**src/sv/sdtq_pkg.sv**
```systemverilog
// Package with the types, codes and helper function of the sorted deadline timer queue.
package sdtq_pkg;

    localparam int NUM_TIMERS_DEF = 16;
    localparam int ID_W           = 6;
    localparam int NUM_IDS        = 1 << ID_W;
    localparam int TIME_W         = 63;
    localparam int WAIT_W         = 31;

    localparam logic [1:0] REQ_ADD    = 2'd0;
    localparam logic [1:0] REQ_REMOVE = 2'd1;
    localparam logic [1:0] REQ_POLL   = 2'd2;

    localparam logic [1:0] ST_OK      = 2'd0;
    localparam logic [1:0] ST_REFUSED = 2'd1;
    localparam logic [1:0] ST_MISSING = 2'd2;

    // Contents of one cell of the queue.
    typedef struct packed {
        logic              valid;
        logic [ID_W-1:0]   id;
        logic [TIME_W-1:0] deadline;
    } t_entry;

    // Command broadcast to every cell in a cycle.
    typedef struct packed {
        logic              ins;
        logic              rm;
        logic              pop;
        logic [ID_W-1:0]   id;
        logic [TIME_W-1:0] deadline;
    } t_cell_ctl;

    // Ticks from now until the deadline, saturated; only meaningful when the
    // deadline lies after now.
    function automatic logic [WAIT_W-1:0] sat_wait(input logic [TIME_W-1:0] deadline,
                                                   input logic [TIME_W-1:0] now);
        logic [TIME_W:0] diff;
        diff = {1'b0, deadline} - {1'b0, now};
        if (diff[TIME_W:WAIT_W] != '0) begin
            return '1;
        end
        return diff[WAIT_W-1:0];
    endfunction

endpackage

```
**src/sv/sdtq_cell.sv**
```systemverilog
// One cell of the sorted timer chain: holds one timer and shifts with its neighbours.
module sdtq_cell (
    input  logic              i_clk,
    input  logic              i_rst_n,
    input  sdtq_pkg::t_cell_ctl i_ctl,
    input  sdtq_pkg::t_entry  i_left,
    input  sdtq_pkg::t_entry  i_right,
    input  logic              i_left_keep,
    input  logic              i_left_hit,
    output sdtq_pkg::t_entry  o_entry,
    output logic              o_keep,
    output logic              o_hit
);

    logic                          r_valid;
    logic [sdtq_pkg::ID_W-1:0]     r_id;
    logic [sdtq_pkg::TIME_W-1:0]   r_deadline;
    sdtq_pkg::t_entry              n_entry;
    sdtq_pkg::t_entry              w_new;
    logic                          w_match;

    assign o_entry = '{valid: r_valid, id: r_id, deadline: r_deadline};
    assign o_keep  = r_valid && (r_deadline <= i_ctl.deadline);
    assign w_match = r_valid && (r_id == i_ctl.id);
    assign o_hit   = i_left_hit || w_match;
    assign w_new   = '{valid: 1'b1, id: i_ctl.id, deadline: i_ctl.deadline};

    // A timer stays put when it is due no later than the new one; the first
    // cell that does not stay takes the new timer and the rest move right.
    always_comb begin
        n_entry = o_entry;
        if (i_ctl.ins) begin
            if (!o_keep) begin
                n_entry = i_left_keep ? w_new : i_left;
            end
        end else if (i_ctl.rm) begin
            if (o_hit) begin
                n_entry = i_right;
            end
        end else if (i_ctl.pop) begin
            n_entry = i_right;
        end
    end

    always_ff @(posedge i_clk) begin
        if (!i_rst_n) begin
            r_valid <= 1'b0;
        end else begin
            r_valid <= n_entry.valid;
        end
        r_id       <= n_entry.id;
        r_deadline <= n_entry.deadline;
    end

endmodule

```
**src/sv/sorted_deadline_timer_queue_core.sv**
```systemverilog
// Top level of the sorted deadline timer queue: cell chain, id flags and result register.
//
//  Channel   Handshake                 Payload
//  request   start in, busy out        i_req_type, i_timer_id, i_deadline, i_current_time
//  result    o_strobe out, no stall    o_fired_id, o_fired_valid, o_wait_ticks,
//                                      o_queue_empty, o_status, o_last
//
// Adds, removes and the unused request code give a single result in the cycle
// after the transaction; busy stays low throughout. A poll gives one result per
// timer that fires, or one if none fires, and holds busy high until its last
// result is formed. Its first result passes the state register, then the
// result register; the rest follow one per cycle, as the head is compared and popped.
// Synchronous reset clears the cells, id flags, state and strobe; results never stall.
module sorted_deadline_timer_queue_core #(
    parameter int NUM_TIMERS = sdtq_pkg::NUM_TIMERS_DEF
) (
    input  logic                          i_clk,
    input  logic                          i_rst_n,
    input  logic                          start,
    output logic                          busy,
    input  logic [1:0]                    i_req_type,
    input  logic [sdtq_pkg::ID_W-1:0]     i_timer_id,
    input  logic [sdtq_pkg::TIME_W-1:0]   i_deadline,
    input  logic [sdtq_pkg::TIME_W-1:0]   i_current_time,
    output logic                          o_strobe,
    output logic [sdtq_pkg::ID_W-1:0]     o_fired_id,
    output logic                          o_fired_valid,
    output logic [sdtq_pkg::WAIT_W-1:0]   o_wait_ticks,
    output logic                          o_queue_empty,
    output logic [1:0]                    o_status,
    output logic                          o_last
);

    localparam logic S_IDLE = 1'b0;
    localparam logic S_POLL = 1'b1;

    logic                           r_state;
    logic                           n_state;
    logic [sdtq_pkg::TIME_W-1:0]    r_now;
    logic [sdtq_pkg::NUM_IDS-1:0]   r_id_pending;
    logic [sdtq_pkg::NUM_IDS-1:0]   n_id_pending;

    logic                           r_strobe;
    logic [sdtq_pkg::ID_W-1:0]      r_fired_id;
    logic                           r_fired_valid;
    logic [sdtq_pkg::WAIT_W-1:0]    r_wait;
    logic                           r_empty;
    logic [1:0]                     r_status;
    logic                           r_last;
    logic                           n_strobe;
    logic [sdtq_pkg::ID_W-1:0]      n_fired_id;
    logic                           n_fired_valid;
    logic [sdtq_pkg::WAIT_W-1:0]    n_wait;
    logic                           n_empty;
    logic [1:0]                     n_status;
    logic                           n_last;

    sdtq_pkg::t_cell_ctl            w_ctl;
    sdtq_pkg::t_entry               w_entry [NUM_TIMERS];
    logic [NUM_TIMERS-1:0]          w_keep;
    logic [NUM_TIMERS-1:0]          w_hit;

    logic                           w_accept;
    logic                           w_id_flag;
    logic                           w_full;
    logic                           w_fire0;
    logic                           w_fire1;
    sdtq_pkg::t_entry               w_next;

    // The chain: each cell sees its left and right neighbours; the ends see
    // an empty entry. The match flag of a remove ripples to the right so
    // that every cell after the matching one moves left.
    for (genvar g = 0; g < NUM_TIMERS; g++) begin : g_cell
        sdtq_pkg::t_entry w_left;
        sdtq_pkg::t_entry w_right;
        logic             w_left_keep;
        logic             w_left_hit;

        if (g == 0) begin : g_first
            assign w_left      = '0;
            assign w_left_keep = 1'b1;
            assign w_left_hit  = 1'b0;
        end else begin : g_inner
            assign w_left      = w_entry[g-1];
            assign w_left_keep = w_keep[g-1];
            assign w_left_hit  = w_hit[g-1];
        end

        if (g == NUM_TIMERS - 1) begin : g_last
            assign w_right = '0;
        end else begin : g_mid
            assign w_right = w_entry[g+1];
        end

        sdtq_cell u_cell (
            .i_clk       (i_clk),
            .i_rst_n     (i_rst_n),
            .i_ctl       (w_ctl),
            .i_left      (w_left),
            .i_right     (w_right),
            .i_left_keep (w_left_keep),
            .i_left_hit  (w_left_hit),
            .o_entry     (w_entry[g]),
            .o_keep      (w_keep[g]),
            .o_hit       (w_hit[g])
        );
    end

    assign busy      = (r_state == S_POLL);
    assign w_accept  = start && !busy;
    assign w_id_flag = r_id_pending[i_timer_id];
    // The chain fills from the front, so the last cell holding a timer
    // means that the queue is full.
    assign w_full    = w_entry[NUM_TIMERS-1].valid;

    // Poll step: the head fires when due; the cell behind it decides whether
    // this is the final result of the poll and, when the head fires, supplies the wait.
    assign w_fire0 = w_entry[0].valid && (w_entry[0].deadline <= r_now);
    assign w_fire1 = w_entry[1].valid && (w_entry[1].deadline <= r_now);
    assign w_next  = w_fire0 ? w_entry[1] : w_entry[0];

    always_comb begin
        w_ctl          = '0;
        w_ctl.id       = i_timer_id;
        w_ctl.deadline = i_deadline;
        n_state        = r_state;
        n_id_pending   = r_id_pending;
        n_strobe       = 1'b0;
        n_fired_id     = '0;
        n_fired_valid  = 1'b0;
        n_wait         = '0;
        n_empty        = 1'b0;
        n_status       = sdtq_pkg::ST_OK;
        n_last         = 1'b1;

        unique case (r_state)
            S_IDLE: begin
                if (w_accept) begin
                    n_strobe = 1'b1;
                    unique case (i_req_type)
                        sdtq_pkg::REQ_ADD: begin
                            // A refused add leaves a non-empty queue, and a
                            // taken one adds a timer to it, so the queue is never empty.
                            if (w_id_flag || w_full) begin
                                n_status = sdtq_pkg::ST_REFUSED;
                            end else begin
                                w_ctl.ins                = 1'b1;
                                n_id_pending[i_timer_id] = 1'b1;
                            end
                        end
                        sdtq_pkg::REQ_REMOVE: begin
                            if (w_id_flag) begin
                                w_ctl.rm                 = 1'b1;
                                n_id_pending[i_timer_id] = 1'b0;
                                n_empty                  = !w_entry[1].valid;
                            end else begin
                                n_status = sdtq_pkg::ST_MISSING;
                                n_empty  = !w_entry[0].valid;
                            end
                        end
                        sdtq_pkg::REQ_POLL: begin
                            n_strobe = 1'b0;
                            n_state  = S_POLL;
                        end
                        default: begin
                            n_empty = !w_entry[0].valid;
                        end
                    endcase
                end
            end
            S_POLL: begin
                n_strobe = 1'b1;
                if (w_fire0) begin
                    w_ctl.pop                      = 1'b1;
                    n_id_pending[w_entry[0].id]    = 1'b0;
                    n_fired_id                     = w_entry[0].id;
                    n_fired_valid                  = 1'b1;
                    n_last                         = !w_fire1;
                end
                if (n_last) begin
                    n_state = S_IDLE;
                    n_empty = !w_next.valid;
                    if (w_next.valid) begin
                        n_wait = sdtq_pkg::sat_wait(w_next.deadline, r_now);
                    end
                end
            end
            default: begin
                n_state = S_IDLE;
            end
        endcase
    end

    always_ff @(posedge i_clk) begin
        if (!i_rst_n) begin
            r_state      <= S_IDLE;
            r_id_pending <= '0;
            r_strobe     <= 1'b0;
        end else begin
            r_state      <= n_state;
            r_id_pending <= n_id_pending;
            r_strobe     <= n_strobe;
        end
        if (w_accept) begin
            r_now <= i_current_time;
        end
        r_fired_id    <= n_fired_id;
        r_fired_valid <= n_fired_valid;
        r_wait        <= n_wait;
        r_empty       <= n_empty;
        r_status      <= n_status;
        r_last        <= n_last;
    end

    assign o_strobe      = r_strobe;
    assign o_fired_id    = r_fired_id;
    assign o_fired_valid = r_fired_valid;
    assign o_wait_ticks  = r_wait;
    assign o_queue_empty = r_empty;
    assign o_status      = r_status;
    assign o_last        = r_last;

endmodule

```
**config.mk**
```make
export PLATFORM = sky130hd
export DESIGN_NAME = sorted_deadline_timer_queue_core
export DESIGN_NICKNAME = d
export VERILOG_FILES = /design/src/sv/sdtq_pkg.sv /design/src/sv/sdtq_cell.sv /design/src/sv/sorted_deadline_timer_queue_core.sv
export SDC_FILE = /design/constraint.sdc
export NUM_CORES = 2
export LEC_CHECK = 0
export BUFFER_PORTS_ARGS = -buffer_cell sky130_fd_sc_hd__buf_2
export CORE_MARGIN = 2
export CORE_UTILIZATION = 45
export DETAILED_ROUTE_END_ITERATION = 8
export SETUP_SLACK_MARGIN = 0.5
export SLEW_MARGIN = 20
export SYNTH_ARGS = -nofsm -noshare
export SYNTH_HDL_FRONTEND = slang
export SYNTH_SLANG_ARGS = --single-unit
export TNS_END_PERCENT = 10
```
**constraint.sdc**
```tcl
create_clock -name i_clk -period 10.3 [get_ports i_clk]
set_input_delay 0.515 -clock i_clk [delete_from_list [all_inputs] [get_ports i_clk]]
set_output_delay 0.515 -clock i_clk [all_outputs]
set_load 0.02 [all_outputs]
```
Word level (Yosys, flattened, before mapping)
Index checks and enable logic that the tools add are counted.
{ "op_classes": {"addsub": 1, "n_lt_le_gt_ge": 22, "n_eq_ne": 55, "muxes": 139, "bitwise": 7, "n_reduce_logical": 82} }
{ "op_table": {"columns": ["operator", "n"], "rows": [
  ["$mux 70", 96],
  ["$le 63x63->1", 18],
  ["$mux 64", 4],
  ["$pmux 64 s2", 2],
  ["$and 64x64->64", 2],
  ["$not 64->64", 2],
  ["$eq 6x6->1", 16],
  ["$or 64x64->64", 1],
  ["$sub 63x63->64", 1],
  ["$mux 31", 2],
  ["$ne 3x1->1 const B", 17],
  ["$reduce_and 3->1", 17],
  ["$logic_and 1x1->1", 37],
  ["$ne 2x2->1 const B", 17],
  ["$reduce_bool 33->1", 1],
  ["$mux 1", 24],
  ["$logic_or 1x1->1", 16],
  ["$lt 6x7->1 const B", 2],
  ["$demux 1 s6", 2],
  ["$ge 6x1->1 const B", 2],
  ["$pmux 1 s2", 4],
  ["$bmux 1 s6", 1],
  ["$mux 2", 3],
  ["$ne 3x3->1 const B", 2],
  ["11 further kinds", 17]
]} }
{ "word_totals": {"reg_bits": 1291, "in_bits": 137, "output_inout_bits": 44, "wordCells": 364} }

Depth between registers and ports, before layout
{ "depth": {"ltp_word": 20, "mapped_depth": 28, "depth_no_buf": 24} }

Cells and area by module
A second synthesis with hierarchy kept.
{ "hier_totals": {"cells_unflattened": 10583, "hier_area_um2": 98943.6} }
{ "modules_own_cells": {"columns": ["mod", "n_inst", "cells_each", "area_per_inst_um2", "seq_area_each_um2"], "rows": [
  ["sdtq_cell", 16, 545, 5208.7, 2092.0],
  ["sorted_deadline_timer_queue_core", 1, 1863, 15603.7, 4053.9]
]} }

Worst setup path after synthesis
Ideal clock, no wire load.
{ "synth_timing": {"path_type": "input port to flip-flop", "startpoint": "in i_timer_id[2] (netlist name)", "endpoint": "reg g_cell[1].u_cell.r_valid", "setup_time_ns": 0.431, "arrival_ns": 8.418, "required_time_ns": 9.869, "path_slack_ns": 1.452, "cell_stages": 14, "path_buffers": 4, "cell_sequence": "buf_2 > buf_4 > mux4_2 > mux2_2 > nand3_1 > o221ai_1 > or4_1 > buf_2 > nor3_4 > or2_1 > nor2_1 > buf_2 > a311oi_1 > a311oi_1"} }
{ "synth_between": {"elab_chain_cells": 9, "word_cells_on_any_way": 20, "classes_between": "4 x eq/ne; 10 x mux; 6 x reduce/logical"} }
{ "synth_lines": {"columns": ["item", "line_no", "text"], "rows": [
  ["from (decl)", "sorted_deadline_timer_queue_core.sv:22", "input logic [sdtq_pkg::ID_W-1:0] i_timer_id,"],
  ["$bmux 1 s6", "sorted_deadline_timer_queue_core.sv:111", "assign w_id_flag = r_id_pending[i_timer_id];"],
  ["$mux 1 (implied by the code)", "sorted_deadline_timer_queue_core.sv:111", null],
  ["$logic_or 1x1->1", "sorted_deadline_timer_queue_core.sv:144", "if (w_id_flag || w_full) begin"],
  ["$mux 1", "sorted_deadline_timer_queue_core.sv:144", null],
  ["$mux 1", "sorted_deadline_timer_queue_core.sv:140", "unique case (i_req_type)"],
  ["$mux 2", "sorted_deadline_timer_queue_core.sv:138", "if (w_accept) begin"],
  ["$mux 2", "sorted_deadline_timer_queue_core.sv:136", "unique case (r_state)"],
  ["$ne 3x1->1 (no source line), or another cell as far along", null, null],
  ["$reduce_and 3->1 (no source line)", null, null],
  ["to (signal assigned)", "sdtq_cell.sv:49", "r_valid <= n_entry.valid;"],
  ["to (decl)", "sdtq_cell.sv:15", "logic r_valid;"]
]} }
Several ways; a longest one is shown, not always the timed one. The select of a mux whose other input is x is not followed.
A chain may end at the register's enable or synchronous reset.

Worst setup path after layout
{ "layout_timing": {"startpoint": "reg g_cell[0].u_cell.r_deadline[61] (netlist name)", "endpoint": "reg r_wait, in the netlist o_wait_ticks[5]"} }
{ "layout_between": {"elab_chain_cells": 10, "word_cells_on_any_way": 13, "classes_between": "1 x add/sub; 1 x order compare; 8 x mux; 3 x reduce/logical"} }
{ "layout_lines": {"columns": ["item", "line_no", "text"], "rows": [
  ["from (decl)", "sdtq_cell.sv:17", "logic [sdtq_pkg::TIME_W-1:0] r_deadline;"],
  ["from (signal assigned)", "sdtq_cell.sv:52", "r_deadline <= n_entry.deadline;"],
  ["$le 63x63->1", "sorted_deadline_timer_queue_core.sv:118", "assign w_fire0 = w_entry[0].valid && (w_entry[0].deadline <= r_now);"],
  ["$logic_and 1x1->1", "sorted_deadline_timer_queue_core.sv:118", null],
  ["$mux 70", "sorted_deadline_timer_queue_core.sv:120", "assign w_next = w_fire0 ? w_entry[1] : w_entry[0];"],
  ["$sub 63x63->64", "sdtq_pkg.sv:39", "diff = {1'b0, deadline} - {1'b0, now};"],
  ["$reduce_bool 33->1", "sdtq_pkg.sv:40", "if (diff[TIME_W:WAIT_W] != '0) begin"],
  ["$mux 1", "sdtq_pkg.sv:40", null],
  ["$mux 1", "sorted_deadline_timer_queue_core.sv:183", "if (w_next.valid) begin"],
  ["$mux 1", "sorted_deadline_timer_queue_core.sv:180", "if (n_last) begin"],
  ["$mux 1", "sorted_deadline_timer_queue_core.sv:136", null],
  ["$mux 31", "sdtq_pkg.sv:43", "return diff[WAIT_W-1:0];"],
  ["to (signal assigned)", "sorted_deadline_timer_queue_core.sv:209", "r_wait <= n_wait;"],
  ["to (decl)", "sorted_deadline_timer_queue_core.sv:46", "logic [sdtq_pkg::WAIT_W-1:0] r_wait;"]
]} }
Several ways; a longest one is shown, not always the timed one. The select of a mux whose other input is x is not followed.

==> results.yml <==
sta:
  fin_worst_skew_ns: 0.0396
  max_freq_mhz: 118
  hold_viol: 0
  fin_crit_sh: 0.821
  tightest_slew_ns: 1.27
  setup_viol: 0
  relSlewSlack: 0.149
  rsz0062_at_grt: "no"
  fin_tns_setup_ns: 0
  period_needed_ns: 8.46
  finalMaxSlewViolations: 0
worst_setup_path:
  critPathArrivalTime_ns: 9.06
  worstSetupStartpointType: "flip-flop"
  path_max_fanout: 33
  r2r_slack_ns: 1.84
  required_ns: 10.90
  crit_type: "reg -> reg"
  end_kind: "flip-flop"
floorplanning:
  die_area_um2: 214000
  die_y_um: 462
  core_um2: 209000
  row_count: 168
  start_util: 0.452
  die_w_um: 462
  io-pin-count: 181
placement:
  dp_hpwl_mm: 248
  io_buffers: 180
  place_area_um2: 97800
  place_congestion: 0.949
pwr:
  p_leak_nw: 43.3
  vdd_drop_max_uv: 150
  pwr_density_cell_nw_per_um2: 132
logic_synthesis:
  syn_area_um2: 94500
  synth_cells: 9616
  synth_seq_area_share: 0.397
  synth_fp_nets: 10900
  synthFlopType: "edfxtp_1"
  synthDistinctLibCells: 88
  synth_warnings: 0
  synth_area_leaders: "edfxtp_1 (37%), ha_1 (15%), mux2i_1 (6.8%)"
  async_flop_share: 0
  synth_top_area_frac: 0.371
  yosys_register_bits: 1291
  synth_edf_count: 1167
  yosysTopAreaCell: "edfxtp_1"
  avgSynthCellArea_um2: 9.83
job:
  drv_cap: 0
routing:
  highest_layer: "met5"
  drt-initial-drc-count: 9157
  drcViolationCount: 0
  m1WireLength_mm: 152
  vias: 78800
  antenna_left: 0
  routed-wl-met3_mm: 27.6
  dr_wl_met2_mm: 133
  wire_per_inst_um: 26.1
  first_pass_iters: 6
  wl_mm: 325
  routed_via_density: 6.33
clock_network:
  cts.sinks: 1291
  numCtsBuffers: 157
  cts-root-buf: "clkbuf_16"
  post-cts-setup-buffers: 0
  path_clk_slew_ns: 0.06
  cts_tree: "built"
  cts.repair.resized: 0
  cts_buffer_depth: 3
  clock_latency_ns: 0.83
  htreeDepth: 4
hold_path:
  hp-class: "in -> reg"
global_routing:
  grt-ovfl-total: 0
  antenna_found_initial: 23
  grt_pass1_wl_mm: 482
  grt_pass1_vias: 74300
  grt_max_degree: 218
  grt_usage: 0.295
cells_and_area:
  design_area_um2: 103000
  syn_to_final_growth_pct: 9.37
  drive_gt1_frac: 0.0806
  fillCellCount: 19200
  fin_nets: 10800
status:
  status: "completed"
## stage by stage
stage                     instances  hold slack (ns)  setup WS, ns  power, W   util
final                         12500           0.0746          1.84    0.0136  0.494
after global routing          12500           0.0960          1.36    0.0141  0.494
after CTS                     12400          0.00411          1.77    0.0137  0.494
after detailed placement      12100            0.465          1.81   0.00827  0.468
after global placement        12100            0.458          1.97   0.00822  0.468
after floorplan                9616            0.449          1.45   0.00757      -
## path summary, 6_finish.rpt
| check | startpoint | to | cells past startpoint |
|---|---|---|---|
| max | g_cell[0].u_cell.r_deadline[61]$_DFFE_PP_ | o_wait_ticks[5]$_SDFF_PN0_ | 20 |
| min | i_req_type[1] | o_strobe$_SDFF_PN0_ | 4 |
| max reg2reg | g_cell[0].u_cell.r_deadline[61]$_DFFE_PP_ | o_wait_ticks[5]$_SDFF_PN0_ | 20 |
| min reg2reg | flip-flop | flip-flop | 2 |
## sequential cells by signal, summed over array words and instances (netlist names), named ones only
register	flops
o_fired_valid	1
o_strobe	1
r_now	63
g_cell.u_cell.r_valid	16
busy	1
o_last	1
o_queue_empty	1
o_status	2
o_fired_id	6
g_cell.u_cell.r_id	96
g_cell.u_cell.r_deadline	1008
o_wait_ticks	31
## worst max-delay path, stage by stage (launching register included)
cell	delay, ns
edfxtp_1	0.47
ha_1	0.37
and3_1	0.18
nand4_1	0.16
nor4_1	0.89
o2111a_1	0.31
o21ai_0	0.21
nand3_4	0.49
buf_4	0.50
mux2_2	0.40
ha_1	0.51
nand4_1	0.30
nor2_1	0.45
nand4_1	0.19
a2111o_1	0.45
nor3b_1	0.21
xnor2_1	0.17
or4_1	0.53
nor4_1	0.26
and4_1	0.91
a41oi_1	0.27
## power breakdown
group / leakage, nW / switching, W / internal, W
clock network: 2.37 / 0.00236 / 0.00305
logic: 29.2 / 0.00138 / 0.000766
registers: 11.8 / 0.000167 / 0.00591
total: 43.3 / 0.00391 / 0.00973
## cells in the final DEF (no fill, tap or decap), drive strengths merged, types with 32 or more instances in the layout
master and count:
clkbuf 214, dlygate4sd3 65, nor2b 69, buf 353
a221o 275, nor2 580, dfxtp 124, mux2 66
a21oi 756, o21a 54, clkinv 52, edfxtp 1167
ha 1134, nand2 1094, xor2 70, a211oi 32
xnor2 65, nor3 139, nor4 53, nand3 217
a31oi 87, inv 189, o211ai 43, mux2i 641
a21o 439, nand4 261, o2111ai 76, o21ai 894
a41oi 35
## what timing repair did
item	CTS	global route
endpoints found under the setup margin	0	0
hold buffers	65	0
endpoints found under the hold margin	65	0
## final cells by class
| type | instances | area [um2] | area share |
|---|---|---|---|
| Sequential cell | 1291 | 37500 | 0.363 |
| Clock buffer | 214 | 4340 | 0.0420 |
| Antenna cell | 10 | 25.0 | 0.000242 |
| Tap cell | 2805 | 3510 | 0.0340 |
| Inverter | 181 | 679 | 0.00657 |
| Multi-Input combinational cell | 7468 | 53800 | 0.520 |
| Clock inverter | 68 | 523 | 0.00506 |
| Timing Repair Buffer | 418 | 2970 | 0.0287 |
## synth_stat cells, types with 14 or more instances
cell / instances
edfxtp_1: 1167
ha_1: 1134
nand2_1: 1094
o21ai_0: 886
a21oi_1: 756
mux2i_1: 641
nor2_1: 532
clkbuf_1: 477
a21o_1: 439
a221o_1: 275
nand4_1: 261
nand3_1: 217
inv_1: 180
buf_2: 139
nor3_1: 138
dfxtp_1: 124
a31oi_1: 87
o2111ai_1: 76
xor2_1: 70
nor2b_1: 69
mux2_2: 66
xnor2_1: 65
o21a_1: 54
nor4_1: 53
nor2_4: 44
o211ai_1: 43
a41oi_1: 35
a211oi_1: 31
buf_6: 29
and2_1: 28
and3_1: 28
or3_1: 28
buf_1: 26
a221oi_1: 21
and4_1: 19
nand2b_1: 19
o21bai_1: 19
o31ai_1: 15
or4_1: 15
a2111oi_0: 14
## layer usage
metal  vias to the layer above  track usage
met3                       454       0.0419
met1                     38200        0.452
li1                      36600            -
met2                      3497        0.419
met4                        18        0.101
met5                         -      0.00339
## logic make-up (layout without fill, tap and decap cells)
group,Yosys count,after routing,share of synthesized area
adders and majority gates,1135,1135,0.150
DFF,1291,1291,0.397
other,0,10,0
muxes,717,717,0.0781
buffers and inverters,857,881,0.0384
xor gates and xnor gates,135,135,0.0125
and+or+nand+nor,2601,2601,0.128
AOI/OAI and AO/OA,2880,2880,0.195
Note: power is estimated with default switching activity, not from simulation.
